**src/rtl/pfpu_pkg.sv**
```systemverilog
package pfpu_pkg;

  localparam int BYTE_W  = 8;
  localparam int FIELD_W = 16;
  localparam int PROD_W  = 2 * FIELD_W;

  // result kinds
  localparam logic [1:0] KIND_PIXEL     = 2'd0;
  localparam logic [1:0] KIND_BAD_DEPTH = 2'd1;
  localparam logic [1:0] KIND_EMPTY     = 2'd2;

  // header byte positions
  localparam logic [2:0] HDR_ROWS_HI  = 3'd0;
  localparam logic [2:0] HDR_ROWS_LO  = 3'd1;
  localparam logic [2:0] HDR_COLS_HI  = 3'd2;
  localparam logic [2:0] HDR_COLS_LO  = 3'd3;
  localparam logic [2:0] HDR_DEPTH_HI = 3'd6;
  localparam logic [2:0] HDR_DEPTH_LO = 3'd7;

  typedef enum logic [4:0] {
    ST_HDR  = 5'b00001,
    ST_MUL  = 5'b00010,
    ST_STAT = 5'b00100,
    ST_DATA = 5'b01000,
    ST_PIX  = 5'b10000
  } state_t;

  typedef struct packed {
    logic load;
    logic step;
  } unp_ctrl_t;

  typedef struct packed {
    logic [BYTE_W-1:0] pixel;
    logic              last;
  } unp_stat_t;

  function automatic logic depth_ok(input logic [FIELD_W-1:0] d);
    return (d == 16'd1) || (d == 16'd2) || (d == 16'd4) || (d == 16'd8);
  endfunction

  // log2 of a legal depth
  function automatic logic [1:0] depth_lg(input logic [FIELD_W-1:0] d);
    logic [1:0] lg;
    lg = 2'd0;
    if (d[1]) lg = 2'd1;
    if (d[2]) lg = 2'd2;
    if (d[3]) lg = 2'd3;
    return lg;
  endfunction

endpackage

```
**src/rtl/pfpu_mult.sv**
```systemverilog
module pfpu_mult (
  input  logic                                clk,
  input  logic                                rst_n,
  input  logic                                start,
  input  logic [pfpu_pkg::FIELD_W-1:0]        a,
  input  logic [pfpu_pkg::FIELD_W-1:0]        b,
  output logic                                done,
  output logic [pfpu_pkg::PROD_W-1:0]         product
);

  logic [pfpu_pkg::FIELD_W-1:0] mcand_r;
  logic [pfpu_pkg::PROD_W-1:0]  prod_r, prod_nxt;
  logic [4:0]                   cnt_r, cnt_nxt;
  logic                         done_r, done_nxt;
  logic [pfpu_pkg::FIELD_W:0]   sum;

  // shift-and-add, one multiplier bit per cycle
  always_comb begin
    sum      = {1'b0, prod_r[pfpu_pkg::PROD_W-1:pfpu_pkg::FIELD_W]};
    if (prod_r[0]) begin
      sum = sum + {1'b0, mcand_r};
    end
    prod_nxt = prod_r;
    cnt_nxt  = cnt_r;
    done_nxt = 1'b0;
    if (start) begin
      prod_nxt = {{pfpu_pkg::FIELD_W{1'b0}}, b};
      cnt_nxt  = 5'd16;
    end else if (cnt_r != 5'd0) begin
      prod_nxt = {sum, prod_r[pfpu_pkg::FIELD_W-1:1]};
      cnt_nxt  = cnt_r - 5'd1;
      done_nxt = (cnt_r == 5'd1);
    end
  end

  always_ff @(posedge clk) begin
    if (!rst_n) begin
      cnt_r  <= '0;
      done_r <= 1'b0;
    end else begin
      cnt_r  <= cnt_nxt;
      done_r <= done_nxt;
    end
  end

  always_ff @(posedge clk) begin
    prod_r <= prod_nxt;
    if (start) begin
      mcand_r <= a;
    end
  end

  assign done    = done_r;
  assign product = prod_r;

endmodule

```
**src/rtl/pfpu_unpack.sv**
```systemverilog
module pfpu_unpack (
  input  logic                          clk,
  input  logic                          rst_n,
  input  pfpu_pkg::unp_ctrl_t           ctrl,
  input  logic [pfpu_pkg::BYTE_W-1:0]   byte_in,
  input  logic [1:0]                    lg_in,
  output pfpu_pkg::unp_stat_t           stat
);

  logic [pfpu_pkg::BYTE_W-1:0] sr_r, sr_nxt;
  logic [3:0]                  cnt_r, cnt_nxt;
  logic [1:0]                  lg_r;

  always_comb begin
    sr_nxt  = sr_r;
    cnt_nxt = cnt_r;
    if (ctrl.load) begin
      sr_nxt  = byte_in;
      cnt_nxt = 4'd8 >> lg_in;
    end else if (ctrl.step) begin
      case (lg_r)
        2'd0:    sr_nxt = {sr_r[6:0], 1'b0};
        2'd1:    sr_nxt = {sr_r[5:0], 2'b0};
        2'd2:    sr_nxt = {sr_r[3:0], 4'b0};
        default: sr_nxt = '0;
      endcase
      cnt_nxt = cnt_r - 4'd1;
    end
  end

  always_ff @(posedge clk) begin
    if (!rst_n) begin
      cnt_r <= '0;
    end else begin
      cnt_r <= cnt_nxt;
    end
  end

  always_ff @(posedge clk) begin
    sr_r <= sr_nxt;
    if (ctrl.load) begin
      lg_r <= lg_in;
    end
  end

  // most significant digit first, zero extended
  always_comb begin
    case (lg_r)
      2'd0:    stat.pixel = {7'b0, sr_r[7]};
      2'd1:    stat.pixel = {6'b0, sr_r[7:6]};
      2'd2:    stat.pixel = {4'b0, sr_r[7:4]};
      default: stat.pixel = sr_r;
    endcase
    stat.last = (cnt_r == 4'd1);
  end

endmodule

```
**src/rtl/packed_frame_pixel_unpacker.sv**
```systemverilog
// Header: 8 beats, then the row*column product is formed on a bit-serial
// multiplier (16 shift-add steps, then a done strobe) before data beats are taken
// (an empty-frame result follows it instead; a bad depth skips the product).
// Data: 8/bpp pixel results per data beat from a digit shift register, one per
// cycle while in_valid and out_ready keep up; each passes the output register.
// Reset (rst_n, synchronous, active low) returns to expecting a header.
module packed_frame_pixel_unpacker (
  input  logic        clk,
  input  logic        rst_n,
  input  logic        in_valid,
  output logic        in_ready,
  input  logic [7:0]  in_data_byte,
  output logic        out_valid,
  input  logic        out_ready,
  output logic [1:0]  out_kind,
  output logic [7:0]  out_pixel_value,
  output logic        out_last_in_byte,
  output logic        out_last_in_frame,
  output logic [15:0] out_frame_width,
  output logic [15:0] out_frame_height,
  output logic [15:0] out_pixel_depth
);

  pfpu_pkg::state_t state_r, state_nxt;
  logic [2:0]  hdr_idx_r, hdr_idx_nxt;
  logic [15:0] rows_r, rows_nxt;
  logic [15:0] cols_r, cols_nxt;
  logic [15:0] depth_r, depth_nxt;
  logic [31:0] bytes_left_r, bytes_left_nxt;
  logic        last_byte_r, last_byte_nxt;
  logic [1:0]  stat_kind_r, stat_kind_nxt;

  logic        out_valid_r, out_valid_nxt;
  logic [1:0]  kind_r, kind_nxt;
  logic [7:0]  pix_r, pix_nxt;
  logic        lib_r, lib_nxt;
  logic        lif_r, lif_nxt;
  logic [15:0] ow_r, ow_nxt;
  logic [15:0] oh_r, oh_nxt;
  logic [15:0] od_r, od_nxt;

  logic        mul_start, mul_done;
  logic [31:0] mul_prod;
  logic [31:0] frame_bytes;
  logic        emit_ok;
  logic        out_load;

  pfpu_pkg::unp_ctrl_t unp_ctrl;
  pfpu_pkg::unp_stat_t unp_stat;

  pfpu_mult u_mult (
    .clk     (clk),
    .rst_n   (rst_n),
    .start   (mul_start),
    .a       (rows_r),
    .b       (cols_r),
    .done    (mul_done),
    .product (mul_prod)
  );

  pfpu_unpack u_unpack (
    .clk     (clk),
    .rst_n   (rst_n),
    .ctrl    (unp_ctrl),
    .byte_in (in_data_byte),
    .lg_in   (pfpu_pkg::depth_lg(depth_r)),
    .stat    (unp_stat)
  );

  // rows*cols*bpp/8 with bpp a power of two
  always_comb begin
    case (pfpu_pkg::depth_lg(depth_r))
      2'd0:    frame_bytes = {3'b0, mul_prod[31:3]};
      2'd1:    frame_bytes = {2'b0, mul_prod[31:2]};
      2'd2:    frame_bytes = {1'b0, mul_prod[31:1]};
      default: frame_bytes = mul_prod;
    endcase
  end

  assign emit_ok = !out_valid_r || out_ready;

  always_comb begin
    state_nxt      = state_r;
    hdr_idx_nxt    = hdr_idx_r;
    rows_nxt       = rows_r;
    cols_nxt       = cols_r;
    depth_nxt      = depth_r;
    bytes_left_nxt = bytes_left_r;
    last_byte_nxt  = last_byte_r;
    stat_kind_nxt  = stat_kind_r;
    in_ready       = 1'b0;
    mul_start      = 1'b0;
    unp_ctrl       = '0;
    out_load       = 1'b0;
    kind_nxt       = pfpu_pkg::KIND_PIXEL;
    pix_nxt        = unp_stat.pixel;
    lib_nxt        = 1'b0;
    lif_nxt        = 1'b1;

    unique case (state_r)
      pfpu_pkg::ST_HDR: begin
        in_ready = 1'b1;
        if (in_valid) begin
          hdr_idx_nxt = hdr_idx_r + 3'd1;
          case (hdr_idx_r)
            pfpu_pkg::HDR_ROWS_HI:  rows_nxt  = {in_data_byte, rows_r[7:0]};
            pfpu_pkg::HDR_ROWS_LO:  rows_nxt  = {rows_r[15:8], in_data_byte};
            pfpu_pkg::HDR_COLS_HI:  cols_nxt  = {in_data_byte, cols_r[7:0]};
            pfpu_pkg::HDR_COLS_LO:  cols_nxt  = {cols_r[15:8], in_data_byte};
            pfpu_pkg::HDR_DEPTH_HI: depth_nxt = {in_data_byte, depth_r[7:0]};
            pfpu_pkg::HDR_DEPTH_LO: depth_nxt = {depth_r[15:8], in_data_byte};
            default: ;
          endcase
          if (hdr_idx_r == pfpu_pkg::HDR_DEPTH_LO) begin
            if (pfpu_pkg::depth_ok(depth_nxt)) begin
              mul_start = 1'b1;
              state_nxt = pfpu_pkg::ST_MUL;
            end else begin
              stat_kind_nxt = pfpu_pkg::KIND_BAD_DEPTH;
              state_nxt     = pfpu_pkg::ST_STAT;
            end
          end
        end
      end
      pfpu_pkg::ST_MUL: begin
        if (mul_done) begin
          if (frame_bytes == 32'd0) begin
            stat_kind_nxt = pfpu_pkg::KIND_EMPTY;
            state_nxt     = pfpu_pkg::ST_STAT;
          end else begin
            bytes_left_nxt = frame_bytes;
            state_nxt      = pfpu_pkg::ST_DATA;
          end
        end
      end
      pfpu_pkg::ST_STAT: begin
        if (emit_ok) begin
          out_load  = 1'b1;
          kind_nxt  = stat_kind_r;
          pix_nxt   = 8'd0;
          state_nxt = pfpu_pkg::ST_HDR;
        end
      end
      pfpu_pkg::ST_DATA: begin
        in_ready = 1'b1;
        if (in_valid) begin
          unp_ctrl.load = 1'b1;
          last_byte_nxt = (bytes_left_r[31:1] == 31'd0);
          state_nxt     = pfpu_pkg::ST_PIX;
        end
      end
      pfpu_pkg::ST_PIX: begin
        if (emit_ok) begin
          out_load      = 1'b1;
          unp_ctrl.step = 1'b1;
          lib_nxt       = unp_stat.last;
          lif_nxt       = unp_stat.last && last_byte_r;
          if (unp_stat.last) begin
            if (last_byte_r) begin
              bytes_left_nxt = '0;
              state_nxt      = pfpu_pkg::ST_HDR;
            end else begin
              // next beat may load the shifter while the last digit leaves
              bytes_left_nxt = bytes_left_r - 32'd1;
              in_ready       = 1'b1;
              if (in_valid) begin
                unp_ctrl.load = 1'b1;
                last_byte_nxt = (bytes_left_nxt[31:1] == 31'd0);
              end else begin
                state_nxt = pfpu_pkg::ST_DATA;
              end
            end
          end
        end
      end
      default: state_nxt = pfpu_pkg::ST_HDR;
    endcase

    out_valid_nxt = (out_valid_r && !out_ready) || out_load;
    ow_nxt        = out_load ? cols_r  : ow_r;
    oh_nxt        = out_load ? rows_r  : oh_r;
    od_nxt        = out_load ? depth_r : od_r;
    if (!out_load) begin
      kind_nxt = kind_r;
      pix_nxt  = pix_r;
      lib_nxt  = lib_r;
      lif_nxt  = lif_r;
    end
  end

  always_ff @(posedge clk) begin
    if (!rst_n) begin
      state_r      <= pfpu_pkg::ST_HDR;
      hdr_idx_r    <= '0;
      rows_r       <= '0;
      cols_r       <= '0;
      depth_r      <= '0;
      bytes_left_r <= '0;
      last_byte_r  <= 1'b0;
      stat_kind_r  <= pfpu_pkg::KIND_PIXEL;
      out_valid_r  <= 1'b0;
    end else begin
      state_r      <= state_nxt;
      hdr_idx_r    <= hdr_idx_nxt;
      rows_r       <= rows_nxt;
      cols_r       <= cols_nxt;
      depth_r      <= depth_nxt;
      bytes_left_r <= bytes_left_nxt;
      last_byte_r  <= last_byte_nxt;
      stat_kind_r  <= stat_kind_nxt;
      out_valid_r  <= out_valid_nxt;
    end
  end

  always_ff @(posedge clk) begin
    kind_r <= kind_nxt;
    pix_r  <= pix_nxt;
    lib_r  <= lib_nxt;
    lif_r  <= lif_nxt;
    ow_r   <= ow_nxt;
    oh_r   <= oh_nxt;
    od_r   <= od_nxt;
  end

  assign out_valid         = out_valid_r;
  assign out_kind          = kind_r;
  assign out_pixel_value   = pix_r;
  assign out_last_in_byte  = lib_r;
  assign out_last_in_frame = lif_r;
  assign out_frame_width   = ow_r;
  assign out_frame_height  = oh_r;
  assign out_pixel_depth   = od_r;

endmodule

```
**config.mk**
```make
export PLATFORM = sky130hd
export DESIGN_NAME = packed_frame_pixel_unpacker
export DESIGN_NICKNAME = d
export VERILOG_FILES = /design/src/rtl/pfpu_pkg.sv /design/src/rtl/pfpu_mult.sv /design/src/rtl/pfpu_unpack.sv /design/src/rtl/packed_frame_pixel_unpacker.sv
export SDC_FILE = /design/constraint.sdc
export NUM_CORES = 1
export LEC_CHECK = 0
export BUFFER_PORTS_ARGS = -buffer_cell sky130_fd_sc_hd__buf_2
export CAP_MARGIN = 20
export CORE_UTILIZATION = 42
export CTS_CLUSTER_SIZE = 10
export DETAILED_ROUTE_END_ITERATION = 10
export SLEW_MARGIN = 15
export SYNTH_ARGS = -nofsm -noshare
export SYNTH_HDL_FRONTEND = slang
export SYNTH_SLANG_ARGS = --single-unit
```
**constraint.sdc**
```tcl
create_clock -name clk -period 10.3 [get_ports clk]
set_input_delay 0.515 -clock clk [delete_from_list [all_inputs] [get_ports clk]]
set_output_delay 0.515 -clock clk [all_outputs]
set_load 0.01 [all_outputs]
```
# Word level (Yosys, flattened, before mapping)
# Cells that the tools add are included.
dict set report op_classes {
  n_addsub 5
  n_eq_ne 31
  shifts 1
  n_mux 68
  bitwise_logic 6
  n_reduce_logical 36
}
# operator n
set op_table {}
lappend op_table {{32-bit 2-to-1 mux} 5}
lappend op_table {{16-bit one-hot mux with 2 select lines} 3}
lappend op_table {{32-bit one-hot mux with 3 select lines} 1}
lappend op_table {{16-bit 2-to-1 mux} 4}
lappend op_table {{32-bit one-hot mux with 2 select lines} 1}
lappend op_table {{31-bit logical NOT} 2}
lappend op_table {{5-bit 2-to-1 mux} 11}
lappend op_table {{8-bit one-hot mux with 3 select lines} 2}
lappend op_table {{32-bit logical NOT} 1}
lappend op_table {{8-bit 2-to-1 mux} 4}
lappend op_table {{32-bit by 1-bit subtractor with 32-bit output (second input constant)} 1}
lappend op_table {{5-bit one-hot mux with 5 select lines} 1}
lappend op_table {{4-bit AND reduction} 5}
lappend op_table {{1-bit 2-to-1 mux} 19}
lappend op_table {{2-bit inequality test (second input constant)} 9}
lappend op_table {{16-bit by 16-bit adder with 17-bit output} 1}
lappend op_table {{17-bit 2-to-1 mux} 1}
lappend op_table {{16-bit by 1-bit equality test with 1-bit output (second input constant)} 1}
lappend op_table {{16-bit by 2-bit equality test with 1-bit output (second input constant)} 1}
lappend op_table {{16-bit by 3-bit equality test with 1-bit output (second input constant)} 1}
lappend op_table {{16-bit by 4-bit equality test with 1-bit output (second input constant)} 1}
lappend op_table {{2-bit 2-to-1 mux} 8}
lappend op_table {{4-bit 2-to-1 mux} 3}
lappend op_table {{5-bit by 1-bit equality test with 1-bit output (second input constant)} 2}
lappend op_table {{other kinds (33)} 59}
dict set report word_totals {
  register_bits 220
  input_bits 12
  output_inout_bits 62
  elab_cells 174
}

# Logic depth before layout (Yosys ltp)
# Gate-level depths: netlist (run 1).
dict set report logic_depth {
  depth_word 13
  ltp_mapped 13
  ltp_nobuf 11
}

# By module
# From an unflattened synthesis (run 1), not the netlist that was laid out.
dict set report hier_totals {
  cells_unflattened 1233
  area_unflattened_um2 12035.3
}
# mod n_inst cells_each area_each_um2
set by_module_without_submodules {}
lappend by_module_without_submodules {packed_frame_pixel_unpacker 1 885 8270.4}
lappend by_module_without_submodules {pfpu_mult 1 265 2879.0}
lappend by_module_without_submodules {pfpu_unpack 1 83 885.8}

# Least setup slack after synthesis (run 1)
# No wires, ideal clock.
dict set report synth_path {
  path_type {flip-flop to flip-flop}
  start {reg hdr_idx_r[1]}
  end {reg u_mult.prod_r, in the netlist u_mult.product[0] (enable)}
  setup_ns 0.411
  t_arrival_ns 3.201
  setup_slack_ns 6.688
  stages_incl_launch_ff 11
  n_path_buf 1
  cell_sequence {dfxtp_1 -> ha_1 -> ha_1 -> and3_1 -> clkbuf_1 -> a22oi_1 -> nand2_1 -> mux2_2 -> o22ai_1 -> nand2_1 -> o21ai_0}
}
dict set report synth_between {
  elab_chain_cells 13
  word_cells_on_any_way 17
  cone_classes {eq/ne (6); mux (7); reduce/logical (4)}
}
# item line_no
set synth_rtl {}
lappend synth_rtl {{start, declared} packed_frame_pixel_unpacker.sv:25} ;# logic [2:0] hdr_idx_r, hdr_idx_nxt;
lappend synth_rtl {{start signal, assigned} packed_frame_pixel_unpacker.sv:204} ;# hdr_idx_r <= hdr_idx_nxt;
lappend synth_rtl {{3-bit equality test (on tied branches)} {packed_frame_pixel_unpacker.sv:105, packed_frame_pixel_unpacker.sv:114}}
lappend synth_rtl {{16-bit one-hot mux with 2 select lines} packed_frame_pixel_unpacker.sv:105} ;# case (hdr_idx_r)
lappend synth_rtl {{16-bit 2-to-1 mux} packed_frame_pixel_unpacker.sv:103} ;# if (in_valid) begin
lappend synth_rtl {{16-bit 2-to-1 mux} packed_frame_pixel_unpacker.sv:100} ;# unique case (state_r)
lappend synth_rtl {{16-bit by 1-bit equality test with 1-bit output or 16-bit by 2-bit equality test with 1-bit output (tied branches)} pfpu_pkg.sv:39} ;# return (d == 16'd1) || (d == 16'd2) || (d == 16'd4) || (d == 16'd8);
lappend synth_rtl {{1-bit logical OR (3 in series)} pfpu_pkg.sv:39}
lappend synth_rtl {{1-bit 2-to-1 mux} packed_frame_pixel_unpacker.sv:115} ;# if (pfpu_pkg::depth_ok(depth_nxt)) begin
lappend synth_rtl {{1-bit 2-to-1 mux *} packed_frame_pixel_unpacker.sv:114} ;# if (hdr_idx_r == pfpu_pkg::HDR_DEPTH_LO) begin
lappend synth_rtl {{1-bit 2-to-1 mux *} packed_frame_pixel_unpacker.sv:103}
lappend synth_rtl {{1-bit 2-to-1 mux *} packed_frame_pixel_unpacker.sv:100}
lappend synth_rtl {{2-bit nonzero test (no line) *} -}
lappend synth_rtl {{end signal, assigned} pfpu_mult.sv:47} ;# prod_r <= prod_nxt;
lappend synth_rtl {{end, declared} pfpu_mult.sv:12} ;# logic [pfpu_pkg::PROD_W-1:0] prod_r, prod_nxt;
# Every way passes the cells marked *; elsewhere a longest branch is shown, timed or not. The select of a mux whose other input is x is not followed.
# A chain may end at the register's enable or synchronous reset.

# Worst setup path in the final report (run 1)
dict set report layout_path {
  start {reg depth_r[2]}
  end {reg bytes_left_r[6]}
}
dict set report layout_between {
  elab_chain_cells 7
  word_cells_on_any_way 12
  cone_classes {eq/ne (3); mux (6); reduce/logical (3)}
}
# item line_no
set layout_rtl {}
lappend layout_rtl {{start, declared} packed_frame_pixel_unpacker.sv:28} ;# logic [15:0] depth_r, depth_nxt;
lappend layout_rtl {{start signal, assigned} packed_frame_pixel_unpacker.sv:207} ;# depth_r <= depth_nxt;
lappend layout_rtl {{2-bit 2-to-1 mux *} pfpu_pkg.sv:47} ;# if (d[2]) lg = 2'd2;
lappend layout_rtl {{2-bit 2-to-1 mux *} pfpu_pkg.sv:48} ;# if (d[3]) lg = 2'd3;
lappend layout_rtl {{2-bit equality test, or another cell as far along} packed_frame_pixel_unpacker.sv:72} ;# case (pfpu_pkg::depth_lg(depth_r))
lappend layout_rtl {{32-bit one-hot mux with 3 select lines *} packed_frame_pixel_unpacker.sv:72}
lappend layout_rtl {{32-bit logical NOT or 32-bit 2-to-1 mux (tied branches)} packed_frame_pixel_unpacker.sv:127} ;# if (frame_bytes == 32'd0) begin
lappend layout_rtl {{2-bit inequality test (no line) or 32-bit 2-to-1 mux (tied branches)} -}
lappend layout_rtl {{5-bit AND reduction (no line) or 32-bit one-hot mux with 2 select lines (tied branches)} -}
lappend layout_rtl {{end signal, assigned} packed_frame_pixel_unpacker.sv:208} ;# bytes_left_r <= bytes_left_nxt;
lappend layout_rtl {{end, declared} packed_frame_pixel_unpacker.sv:29} ;# logic [31:0] bytes_left_r, bytes_left_nxt;
# Marks and branches as above.

==> results of run 1 <==
-- per-stage QoR --
stage / instance area [µm²] / std cells / hold slack, ns
5_1_grt: 13630 / 1733 / 0.4150
3_3_place_gp: 12840 / 1684 / 0.4492
4_1_cts: 13630 / 1733 / 0.3655
6_report: 13630 / 1734 / 0.3884
2_1_floorplan: 12300 / 1312 / 0.4029
3_5_place_dp: 12840 / 1684 / 0.4429
-- critical path: cells and delay by family, from the launching register on --
family | cells | cell delay [ns]
compound gates | 2 | 0.51
flops | 1 | 0.98
simple gates | 6 | 2.14
buf+inv | 1 | 0.41
-- state kept, by name (all words and copies together) (netlist names), 16 cells and up --
signal / count
bytes_left_r: 32
out_pixel_depth: 16
out_frame_width: 16
depth_r: 16
cols_r: 16
out_frame_height: 16
u_mult.mcand_r: 16
u_mult.product: 32
rows_r: 16
-- cell usage after synthesis (5+ instances only) --
cell type,number,share of area [%]
sky130_fd_sc_hd__nand3_1,22,0.90
sky130_fd_sc_hd__buf_2,20,0.81
sky130_fd_sc_hd__inv_1,35,1.1
sky130_fd_sc_hd__xor2_1,5,0.36
sky130_fd_sc_hd__nor2_1,149,4.5
sky130_fd_sc_hd__nor4_1,20,1.0
sky130_fd_sc_hd__a32oi_1,6,0.43
sky130_fd_sc_hd__o21ai_0,57,2.3
sky130_fd_sc_hd__o21a_1,8,0.49
sky130_fd_sc_hd__o211ai_1,24,1.5
sky130_fd_sc_hd__a211oi_1,38,2.3
sky130_fd_sc_hd__a22oi_1,22,1.3
sky130_fd_sc_hd__o21ai_1,21,0.85
sky130_fd_sc_hd__a31oi_1,17,0.86
sky130_fd_sc_hd__nor2b_1,10,0.51
sky130_fd_sc_hd__edfxtp_1,102,25
sky130_fd_sc_hd__or3_1,21,1.1
sky130_fd_sc_hd__ha_1,28,2.8
sky130_fd_sc_hd__and3_1,15,0.76
sky130_fd_sc_hd__clkbuf_1,67,2.0
sky130_fd_sc_hd__nand3b_1,9,0.55
sky130_fd_sc_hd__nand2_1,90,2.7
sky130_fd_sc_hd__dfxtp_1,118,19
sky130_fd_sc_hd__mux2_1,20,1.8
sky130_fd_sc_hd__mux2i_1,72,5.9
sky130_fd_sc_hd__and2_1,10,0.51
sky130_fd_sc_hd__o22ai_1,12,0.61
sky130_fd_sc_hd__nor3_1,40,1.6
sky130_fd_sc_hd__nor3b_1,9,0.55
sky130_fd_sc_hd__a21oi_1,62,2.5
sky130_fd_sc_hd__buf_4,6,0.37
sky130_fd_sc_hd__or4_1,9,0.55
sky130_fd_sc_hd__o31ai_1,13,0.79
sky130_fd_sc_hd__mux2_2,13,1.2
sky130_fd_sc_hd__xnor2_1,28,2.0
sky130_fd_sc_hd__nand4_1,9,0.46
sky130_fd_sc_hd__nand2b_1,17,0.86
-- cell type report --
cell class / instances / area [µm²] / area share, %
multi-input cells: 954 / 6315 / 46.32
well taps: 384 / 480.5 / 3.524
clock inverters: 5 / 30.03 / 0.2203
diodes: 1 / 2.502 / 0.01836
repair buffers: 87 / 470.5 / 3.451
inverters: 39 / 146.4 / 1.074
clock buffers: 44 / 759.5 / 5.571
flip-flops and latches: 220 / 5429 / 39.82
-- power groups by stage --
stage / combinational (W) / clock, W / sequential [W]
after floorplan: 0.00116 / 0 / 0.00117
after global placement: 0.00133 / 0 / 0.00140
after detailed placement: 0.00134 / 0 / 0.00140
after CTS: 0.00135 / 0.000873 / 0.00138
after global routing: 0.00151 / 0.000910 / 0.00141
final: 0.00136 / 0.000856 / 0.00139
-- cell families after synthesis --
logic type | Yosys count
mux | 106
xor+xnor | 33
fa+ha+maj | 29
buf+inv | 138
simple gates | 454
compound gates | 332
flops | 220
-- how the worst min path moves through the flow --
stage	slack, ns	depth (start not counted)	start	endpoint
finish	0.39	3	in_valid	state_r[4]
global route	0.42	3	in_data_byte[2]	rows_r[10]
CTS	0.37	3	in_valid	state_r[4]
detailed placement	0.44	0	rows_r[4]	out_frame_height[4]
global placement	0.45	0	depth_r[5]	out_pixel_depth[5]
floorplan	0.40	0	depth_r[1]	out_pixel_depth[1]
-- layer usage --
metal	part of all wire, %	GRT usage [%]
met1	46	31.85
met2	45	35.62
met3	6.6	3.056
met4	2.4	6.416
met5	0	0
==> results_tabular.tex, run 1 <==
\begin{tabular}{lr}
\hline
Metric & Value \\
\hline
\multicolumn{2}{l}{\textbf{Status}} \\
Result of the run & completed \\
\multicolumn{2}{l}{\textbf{Worst setup path}} \\
Required time at the endpoint of the critical path & 10.66 ns \\
Flop2flop setup slack & 6.06 ns \\
Reg2reg path depth & 9 \\
Maximum fanout encountered on the critical timing path & 45 \\
Startpoint kind of the worst setup timing path & flop \\
Delay of the slowest cell on the worst path & 0.98 ns \\
Crit. End Element & flop \\
Worst-path cell chain & nand2b\_1 -> o211ai\_1 -> nand4\_1 -> nor4b\_2 -> nand4\_2 -> nor3\_4 -> buf\_4 -> or2\_1 -> a211oi\_1 \\
Crit Reg-Reg Endpoint & bytes\_left\_r[6] \\
Cell with the biggest individual delay on the critical path & sky130\_fd\_sc\_hd\_\_dfxtp\_2 \\
Critical path start-end classification & reg2reg \\
Worst setup path endpoint & bytes\_left\_r[6] \\
RR Startpoint & depth\_r[2] \\
Startpoint of the most critical setup path & depth\_r[2] \\
WP data arrival & 4.60 ns \\
\multicolumn{2}{l}{\textbf{Drt}} \\
Via-per-instance ratio & 5.882 \\
Wire length per cell after detailed routing & 19.64 µm \\
Detailed Route Iter0 Violations & 838 \\
Vias & 10,200 \\
Detailed Route WL & 34,060 µm \\
Length of the first detailed-routing pass in iterations & 7 \\
Number of routed nets with antenna violations & 0 \\
DRC violation count after routing & 0 \\
\multicolumn{2}{l}{\textbf{Floorplan}} \\
Chip width & 173.1 µm \\
Number of cell rows & 62 \\
Die Area & 29,970 µm² \\
Placeable core area & 28,780 µm² \\
Number of top-level pins & 74 \\
Starting Density & 42.73\% \\
Chip Height & 173.1 µm \\
\multicolumn{2}{l}{\textbf{Synth}} \\
Main flop type after synthesis & sky130\_fd\_sc\_hd\_\_dfxtp\_1 \\
Count of mapped cells out of synthesis & 1,312 \\
Synthesis warning total & 0 \\
Synthesized area & 12,300 µm² \\
Adder-cell share of the synthesized area & 3.012\% \\
Net Count, Synth & 1,353 \\
EDFF count, synth & 102 \\
Synthesized-area fraction occupied by ao, oa, aoi and oai cells & 17.91\% \\
Synthesized area divided by synthesized cell count & 9.373 µm² \\
Post-synthesis sequential element count & 220 \\
Area share of xor/xnor cells in the synthesized design & 2.350\% \\
Combinational family with the most area after synthesis & simple AND/OR/NAND/NOR gates \\
Multiplexer share of the synthesized area & 8.995\% \\
Fraction of registers with async set/reset & 0\% \\
Cell variety after synth & 85 \\
Sequential share of the synthesized area & 44.12\% \\
Basic-gate share of the synthesized area counting and, or, nand and nor cells & 18.83\% \\
\multicolumn{2}{l}{\textbf{STA}} \\
Period minus WS final & 4.236 ns \\
Sum Neg Setup Slack & 0 ns \\
Final setup violation count & 0 \\
Worst-case clock skew & 0.01307 ns \\
Fmax & 236.0 MHz \\
Number of endpoints with negative hold slack in the final report & 0 \\
Setup repair after global routing missed its margin & no \\
Final cycle utilization of the critical path & 41.13\% \\
Worst-case headroom to the max-slew limit & 30.34\% \\
Count of final max-slew check failures & 0 \\
Worst slew pin tran & 1.045 ns \\
Setup slack after layout & 6.064 ns \\
\multicolumn{2}{l}{\textbf{Power and ir drop}} \\
Internal power & 0.002158 W \\
Power consumption & 0.003608 W \\
Portion of total power attributed to sequential cells & 38.6\% \\
Power per standard cell area & 264.7 nW/µm² \\
Part of the power in combinational logic & 37.7\% \\
Switching power of the nets & 0.001450 W \\
Net Sw Frac & 40.19\% \\
Largest voltage drop on the vdd net & 0.0001463 V \\
Clock power frac & 23.7\% \\
Leakage power of the design & 5.004 nW \\
\multicolumn{2}{l}{\textbf{Placement}} \\
Final weighted congestion in routability-driven placement & 0.9027 \\
Setup slack at placement & 6.153 ns \\
Placed wire-length estimate & 23,530 µm \\
Port-buffer cells & 73 \\
\multicolumn{2}{l}{\textbf{Clock tree}} \\
CTS HTree Levels & 1 \\
Clock Root Buffer & sky130\_fd\_sc\_hd\_\_clkbuf\_16 \\
TritonCTS Buffers & 27 \\
Setup bufs post-CTS & 0 \\
Number of buffers inserted by hold repair at cts & 0 \\
Count of cells resized by post-cts repair & 0 \\
Clock transition at the register clock pins on the worst setup and hold paths after CTS & 0.06 ns \\
Clk sink count & 220 \\
TritonCTS clock tree & yes \\
Worst-case clock buffer depth & 3 \\
Clock insertion delay at the later pin of the skew report & 0.54 ns \\
\multicolumn{2}{l}{\textbf{Global routing}} \\
Overall fraction of global-route tracks in use & 22.44\% \\
Initial antenna violation count & 1 \\
Overflow after GRT & 0 \\
Number of global-route vias before repair & 9,604 \\
First-pass GRT wire length & 54,340 µm \\
Pin count of the biggest net entering global routing & 89 \\
\multicolumn{2}{l}{\textbf{Hold path}} \\
Worst min-delay path category & in2reg \\
\multicolumn{2}{l}{\textbf{Cells and area}} \\
Number of nets in the layout & 1,370 \\
Fraction of the core area covered by cells at the end of the flow & 47.37\% \\
Synthesis-to-layout area growth & 10.87\% \\
Most common cell after layout, fill and taps aside & sky130\_fd\_sc\_hd\_\_nor2\_1 \\
Filler Cell Count & 2,788 \\
Fraction of final layout cells with drive strength greater than 1 & 12.16\% \\
Commonest cells after routing, fill and taps aside & 148 x sky130\_fd\_sc\_hd\_\_nor2\_1, 115 x sky130\_fd\_sc\_hd\_\_dfxtp\_1, 102 x sky130\_fd\_sc\_hd\_\_edfxtp\_1 \\
\multicolumn{2}{l}{\textbf{Flow run}} \\
Max-cap violations & 0 \\
\hline
\end{tabular}
(Power assumes the default switching activity.)
==> inputs of run 2 (changes only) <==
==> constraint.sdc (replaced) <==
create_clock -name clk -period 4 [get_ports clk]
set_input_delay 0.2 -clock clk [delete_from_list [all_inputs] [get_ports clk]]
set_output_delay 0.2 -clock clk [all_outputs]
set_load 0.01 [all_outputs]
==> results_tabular.tex, run 2 (same netlist as run 1, synthesis figures left out) <==
\begin{tabular}{lr}
\hline
Metric & Value \\
\hline
\multicolumn{2}{l}{\textbf{Drt}} \\
Length of the first detailed-routing pass in iterations & 5 (was 7) \\
Via-per-instance ratio & 5.911 (was 5.882) \\
Vias & 10,330 (was 10,200) \\
DRC violation count after routing & 0 (unchanged) \\
Detailed Route Iter0 Violations & 872 (was 838) \\
Detailed Route WL & 34,080 µm (was 34,060 µm) \\
Number of routed nets with antenna violations & 0 (unchanged) \\
Wire length per cell after detailed routing & 19.50 µm (was 19.64 µm) \\
\multicolumn{2}{l}{\textbf{Clock tree}} \\
TritonCTS clock tree & yes (unchanged) \\
TritonCTS Buffers & 27 (unchanged) \\
Clock transition at the register clock pins on the worst setup and hold paths after CTS & 0.06 ns (about the same) \\
Clock insertion delay at the later pin of the skew report & 0.54 ns (about the same) \\
Clock Root Buffer & sky130\_fd\_sc\_hd\_\_clkbuf\_16 (unchanged) \\
CTS HTree Levels & 1 (unchanged) \\
Count of cells resized by post-cts repair & 0 (unchanged) \\
Setup bufs post-CTS & 0 (unchanged) \\
Clk sink count & 220 (unchanged) \\
Worst-case clock buffer depth & 3 (unchanged) \\
Number of buffers inserted by hold repair at cts & 0 (unchanged) \\
\multicolumn{2}{l}{\textbf{STA}} \\
Setup slack after layout & 0.6591 ns (was 6.064 ns) \\
Final setup violation count & 0 (unchanged) \\
Worst-case headroom to the max-slew limit & 39.95\% (was 30.34\%) \\
Worst slew pin tran & 0.8990 ns (was 1.045 ns) \\
Fmax & 299.3 MHz (was 236.0 MHz) \\
Final cycle utilization of the critical path & 83.52\% (was 41.13\%) \\
Worst-case clock skew & 0.01510 ns (was 0.01307 ns) \\
Number of endpoints with negative hold slack in the final report & 0 (unchanged) \\
Count of final max-slew check failures & 0 (unchanged) \\
Period minus WS final & 3.341 ns (was 4.236 ns) \\
Setup repair after global routing missed its margin & no (unchanged) \\
Sum Neg Setup Slack & 0 ns (unchanged) \\
\multicolumn{2}{l}{\textbf{Global routing}} \\
Pin count of the biggest net entering global routing & 56 (was 89) \\
First-pass GRT wire length & 53,960 µm (was 54,340 µm) \\
Overall fraction of global-route tracks in use & 22.30\% (was 22.44\%) \\
Initial antenna violation count & 0 (was 1) \\
Number of global-route vias before repair & 9,825 (was 9,604) \\
Overflow after GRT & 0 (unchanged) \\
\multicolumn{2}{l}{\textbf{Placement}} \\
Placed standard-cell area & 12,960 µm² (was 12,840 µm²) \\
Port-buffer cells & 73 (unchanged) \\
Setup slack at placement & 0.6458 ns (was 6.153 ns) \\
Final weighted congestion in routability-driven placement & 0.9129 (was 0.9027) \\
Placed wire-length estimate & 23,770 µm (was 23,530 µm) \\
Placed Cells incl. Taps & 1,698 (was 1,684) \\
\multicolumn{2}{l}{\textbf{Power and ir drop}} \\
Largest voltage drop on the vdd net & 0.0003369 V (was 0.0001463 V) \\
Power per standard cell area & 684.5 nW/µm² (was 264.7 nW/µm²) \\
Leakage power of the design & 5.098 nW (was 5.004 nW) \\
\multicolumn{2}{l}{\textbf{Floorplan}} \\
Starting Density & 42.73\% (unchanged) \\
Chip width & 173.1 µm (unchanged) \\
Number of cell rows & 62 (unchanged) \\
Die Area & 29,970 µm² (unchanged) \\
Placeable core area & 28,780 µm² (unchanged) \\
Number of top-level pins & 74 (unchanged) \\
Chip Height & 173.1 µm (unchanged) \\
\multicolumn{2}{l}{\textbf{Worst setup path}} \\
Cell with the biggest individual delay on the critical path & sky130\_fd\_sc\_hd\_\_and3b\_1 (was sky130\_fd\_sc\_hd\_\_dfxtp\_2) \\
WP data arrival & 3.62 ns (was 4.60 ns) \\
Crit. End Element & flop (unchanged) \\
Maximum fanout encountered on the critical timing path & 18 (was 45) \\
Delay of the slowest cell on the worst path & 0.66 ns (was 0.98 ns) \\
Worst-path cell chain & ha\_1 -> ha\_1 -> and3\_1 -> a22oi\_1 -> nand2\_1 -> mux2\_2 -> o22ai\_1 -> and3b\_1 -> mux2\_2 (was nand2b\_1 -> o211ai\_1 -> nand4\_1 -> nor4b\_2 -> nand4\_2 -> nor3\_4 -> buf\_4 -> or2\_1 -> a211oi\_1) \\
Required time at the endpoint of the critical path & 4.28 ns (was 10.66 ns) \\
Startpoint kind of the worst setup timing path & flop (unchanged) \\
Critical path start-end classification & reg2reg (unchanged) \\
\multicolumn{2}{l}{\textbf{Cells and area}} \\
Most common cell after layout, fill and taps aside & sky130\_fd\_sc\_hd\_\_nor2\_1 (unchanged) \\
Commonest cells after routing, fill and taps aside & 148 x sky130\_fd\_sc\_hd\_\_nor2\_1, 115 x sky130\_fd\_sc\_hd\_\_dfxtp\_1, 102 x sky130\_fd\_sc\_hd\_\_edfxtp\_1 (unchanged) \\
Synthesis-to-layout area growth & 12.17\% (was 10.87\%) \\
Post-layout instance count excluding filler cells & 1,748 (was 1,734) \\
Fraction of final layout cells with drive strength greater than 1 & 12.98\% (was 12.16\%) \\
Antenna cell count & 0 (was 1) \\
Number of nets in the layout & 1,384 (was 1,370) \\
Post-route standard cell area excluding fillers & 13,790 µm² (was 13,630 µm²) \\
Fraction of the core area covered by cells at the end of the flow & 47.93\% (was 47.37\%) \\
\multicolumn{2}{l}{\textbf{Status}} \\
Result of the run & completed (unchanged) \\
\multicolumn{2}{l}{\textbf{Flow run}} \\
Max-cap violations & 0 (unchanged) \\
\multicolumn{2}{l}{\textbf{Hold path}} \\
Worst min-delay path category & in2reg (unchanged) \\
\hline
\end{tabular}
-- run 2: cell count changes in the layout (fill, tap and decap cells not counted) --
| cell | before | now |
|---|---|---|
| sky130_fd_sc_hd__buf_12 | 0 | 1 |
| sky130_fd_sc_hd__buf_4 | 14 | 27 |
| sky130_fd_sc_hd__diode_2 | 1 | 0 |
| sky130_fd_sc_hd__clkinv_1 | 2 | 4 |
| sky130_fd_sc_hd__bufinv_16 | 0 | 1 |
| sky130_fd_sc_hd__clkinv_2 | 2 | 0 |
| sky130_fd_sc_hd__clkbuf_16 | 27 | 28 |
| sky130_fd_sc_hd__clkinvlp_4 | 1 | 0 |
-- run 2: final cells by class --
type / instances / area, µm²
clock buffers: 45 / 784.5
clock inverters: 5 / 50.05
fillers: 2746 / 14990
inverters: 39 / 146.4
multi-input cells: 954 / 6315
flip-flops and latches: 220 / 5429
well taps: 384 / 480.5
repair buffers: 101 / 588.1
-- run 2: metal layers --
layer  share of wire [%]  wire [µm]  global-route usage [%]
met1                  46      15710                   30.86
met2                  45      15260                   35.43
met5                   0          0                       0
met3                 6.2       2124                   3.276
met4                 2.9        993                   8.001
-- run 2: worst paths after layout --
check               start                 end  slack [ns]  cells past startpoint
min              in_valid          state_r[4]        0.06                      3
max          hdr_idx_r[1]   u_mult.product[0]        0.66                      9
min reg2reg    rows_r[13]  u_mult.mcand_r[13]        0.45                      0
max reg2reg  hdr_idx_r[1]   u_mult.product[0]        0.66                      9
-- run 2: report_power, final --
| part | total (W) | switching, W | internal, W |
|---|---|---|---|
| Clock | 0.00231 | 0.000916 | 0.00139 |
| Combinational | 0.00370 | 0.00214 | 0.00157 |
| Sequential | 0.00343 | 0.000674 | 0.00276 |
-- run 2: per-stage QoR --
stage                     power [W]  hold slack, ns
final                      0.009441         0.06064
after global routing        0.01004         0.08421
after CTS                  0.009437         0.03163
after detailed placement   0.007102          0.4391
after global placement     0.007069          0.4503
after floorplan            0.006012          0.3472
-- run 2: critical path: cells and delay by family (launching register included) --
family,cells,cell delay [ns]
adder cells (fa/ha/maj),2,0.43
multiplexers,2,0.68
AND/OR/NAND/NOR,3,1.04
AO/OA/AOI/OAI,2,0.56
flip-flops,1,0.37
==> inputs of run 3 (changes only) <==
==> constraint.sdc (replaced) <==
create_clock -name clk -period 2.8 [get_ports clk]
set_input_delay 0.14 -clock clk [delete_from_list [all_inputs] [get_ports clk]]
set_output_delay 0.14 -clock clk [all_outputs]
set_load 0.01 [all_outputs]
==> results_tabular.tex, run 3 (same netlist as run 1, synthesis figures left out) <==
\begin{tabular}{lr}
\hline
Metric & Value \\
\hline
\multicolumn{2}{l}{\textbf{Worst setup path}} \\
Reg2reg path depth & 11 (was 9) \\
Maximum fanout encountered on the critical timing path & 4 (was 18) \\
Startpoint kind of the worst setup timing path & flop (unchanged) \\
Critical path start-end classification & reg2reg (unchanged) \\
WP data arrival & 3.19 ns (was 3.62 ns) \\
Required time at the endpoint of the critical path & 3.25 ns (was 4.28 ns) \\
Crit. End Element & flop (unchanged) \\
\multicolumn{2}{l}{\textbf{Hold path}} \\
Worst min-delay path category & in2reg (unchanged) \\
Min-Delay Path Depth & 3 (unchanged) \\
\multicolumn{2}{l}{\textbf{Clock tree}} \\
Worst-case clock buffer depth & 3 (unchanged) \\
TritonCTS Buffers & 27 (unchanged) \\
Clock Root Buffer & sky130\_fd\_sc\_hd\_\_clkbuf\_16 (unchanged) \\
Clk sink count & 220 (unchanged) \\
TritonCTS clock tree & yes (unchanged) \\
Clock insertion delay at the later pin of the skew report & 0.55 ns (was 0.54 ns) \\
CTS HTree Levels & 1 (unchanged) \\
Clock transition at the register clock pins on the worst setup and hold paths after CTS & 0.06 ns (about the same) \\
\multicolumn{2}{l}{\textbf{Global routing}} \\
Overflow after GRT & 0 (unchanged) \\
Met1 track demand over resource in global routing & 32.98\% (was 30.86\%) \\
Number of global-route vias before repair & 10,100 (was 9,825) \\
Initial antenna violation count & 0 (unchanged) \\
First-pass GRT wire length & 57,060 µm (was 53,960 µm) \\
Global routing met3 resource utilization & 3.298\% (was 3.276\%) \\
Overall fraction of global-route tracks in use & 23.77\% (was 22.30\%) \\
Met2 GRT Util & 38.00\% (was 35.43\%) \\
Global route hottest layer & met2 (unchanged) \\
Pin count of the biggest net entering global routing & 50 (was 56) \\
\multicolumn{2}{l}{\textbf{STA}} \\
Final cycle utilization of the critical path & 97.73\% (was 83.52\%) \\
Number of endpoints with negative hold slack in the final report & 0 (unchanged) \\
Worst slew pin tran & 0.8527 ns (was 0.8990 ns) \\
Count of final max-slew check failures & 0 (unchanged) \\
Worst-case clock skew & 0.02128 ns (was 0.01510 ns) \\
Fmax & 365.4 MHz (was 299.3 MHz) \\
Final setup violation count & 0 (unchanged) \\
Period minus WS final & 2.736 ns (was 3.341 ns) \\
Worst-case headroom to the max-slew limit & 43.10\% (was 39.95\%) \\
\multicolumn{2}{l}{\textbf{Cells and area}} \\
Number of nets in the layout & 1,458 (was 1,384) \\
Post-route standard cell area excluding fillers & 14,600 µm² (was 13,790 µm²) \\
Fraction of the core area covered by cells at the end of the flow & 50.74\% (was 47.93\%) \\
Antenna cell count & 0 (unchanged) \\
Synthesis-to-layout area growth & 18.75\% (was 12.17\%) \\
Most common cell after layout, fill and taps aside & sky130\_fd\_sc\_hd\_\_nor2\_1 (unchanged) \\
Fraction of final layout cells with drive strength greater than 1 & 19.14\% (was 12.98\%) \\
Filler Cell Count & 2,707 (was 2,746) \\
Commonest cells after routing, fill and taps aside & 148 x sky130\_fd\_sc\_hd\_\_nor2\_1, 113 x sky130\_fd\_sc\_hd\_\_dfxtp\_1, 102 x sky130\_fd\_sc\_hd\_\_edfxtp\_1 (was 148 x sky130\_fd\_sc\_hd\_\_nor2\_1, 115 x sky130\_fd\_sc\_hd\_\_dfxtp\_1, 102 x sky130\_fd\_sc\_hd\_\_edfxtp\_1) \\
\multicolumn{2}{l}{\textbf{Placement}} \\
Placed wire-length estimate & 26,050 µm (was 23,770 µm) \\
Port-buffer cells & 73 (unchanged) \\
Final weighted congestion in routability-driven placement & 0.9150 (was 0.9129) \\
Placed standard-cell area & 13,610 µm² (was 12,960 µm²) \\
\multicolumn{2}{l}{\textbf{Drt}} \\
Number of routed nets with antenna violations & 0 (unchanged) \\
Via-per-instance ratio & 5.835 (was 5.911) \\
Wire length per cell after detailed routing & 19.94 µm (was 19.50 µm) \\
Detailed Route WL & 36,310 µm (was 34,080 µm) \\
Length of the first detailed-routing pass in iterations & 5 (unchanged) \\
Detailed Route Iter0 Violations & 896 (was 872) \\
Vias & 10,630 (was 10,330) \\
DRC violation count after routing & 0 (unchanged) \\
\multicolumn{2}{l}{\textbf{Floorplan}} \\
Number of cell rows & 62 (unchanged) \\
Chip width & 173.1 µm (unchanged) \\
Placeable core area & 28,780 µm² (unchanged) \\
Chip Height & 173.1 µm (unchanged) \\
Die Area & 29,970 µm² (unchanged) \\
Starting Density & 42.73\% (unchanged) \\
Number of top-level pins & 74 (unchanged) \\
\multicolumn{2}{l}{\textbf{Flow run}} \\
Max-cap violations & 0 (unchanged) \\
\multicolumn{2}{l}{\textbf{Power and ir drop}} \\
Largest voltage drop on the vdd net & 0.0006101 V (was 0.0003369 V) \\
Power per standard cell area & 964.1 nW/µm² (was 684.5 nW/µm²) \\
Leakage power of the design & 5.489 nW (was 5.098 nW) \\
\multicolumn{2}{l}{\textbf{Status}} \\
Result of the run & completed (unchanged) \\
\hline
\end{tabular}
[run 3: stage by stage]
step	TNS, ns	setup WS, ns	power (W)	hold WS (ns)	cells
after detailed placement	-0.004121	-0.002542	0.01073	0.4511	1763
after global routing	-0.2073	-0.03258	0.01494	0.02870	1821
after floorplan	-0.9479	-0.05650	0.008659	0.2872	1312
after CTS	0	0.02912	0.01395	0.009016	1814
final	0	0.06357	0.01408	0.03988	1821
after global placement	0	0.04250	0.01067	0.4465	1763
[run 3: layout make-up]
cell class | count | area (µm²) | share of cell area [%]
multi-input cells | 954 | 6459 | 44.23
well taps | 384 | 480.5 | 3.290
repair buffers | 175 | 1285 | 8.800
flip-flops and latches | 220 | 5439 | 37.25
clock buffers | 45 | 764.5 | 5.235
clock inverters | 4 | 28.78 | 0.1971
inverters | 39 | 146.4 | 1.002
[run 3: what timing repair did]
action	in CTS	in global routing
pin swaps	1	8
endpoints found under the setup margin	10	35
gates cloned	0	2
buffers inserted	1	5
hold endpoints to repair	1	0
gates resized for setup	2	20
hold buffers	1	0
[run 3: per-layer routing]
metal	vias up	share of wire [%]
met5	-	0
met4	0	3.0
met3	64	5.9
met2	361	46
met1	5101	45
li1	5100	-
[run 3: path summary, 6_finish.rpt]
kind                    from                  end  slack, ns
max          bytes_left_r[1]          last_byte_r       0.06
min          in_data_byte[3]            cols_r[3]       0.04
max reg2reg  bytes_left_r[1]          last_byte_r       0.06
min reg2reg        rows_r[6]  out_frame_height[6]       0.45
[run 3: critical path, stage by stage, from the launching register on]
cell	delay, ns
sky130_fd_sc_hd__dfxtp_1	0.31
sky130_fd_sc_hd__inv_1	0.11
sky130_fd_sc_hd__ha_1	0.19
sky130_fd_sc_hd__or4b_4	0.50
sky130_fd_sc_hd__nor3_2	0.25
sky130_fd_sc_hd__buf_4	0.17
sky130_fd_sc_hd__nand3_1	0.09
sky130_fd_sc_hd__xor2_1	0.20
sky130_fd_sc_hd__o211ai_1	0.14
sky130_fd_sc_hd__nor4_2	0.32
sky130_fd_sc_hd__nand4_1	0.13
sky130_fd_sc_hd__a211oi_1	0.23
[run 3: report_power, final]
part / leakage (nW) / switching [W] / total, W / internal (W)
Sequential: 1.95 / 0.000686 / 0.00464 / 0.00395
Combinational: 3.16 / 0.00355 / 0.00628 / 0.00273
Clock: 0.375 / 0.00131 / 0.00316 / 0.00185
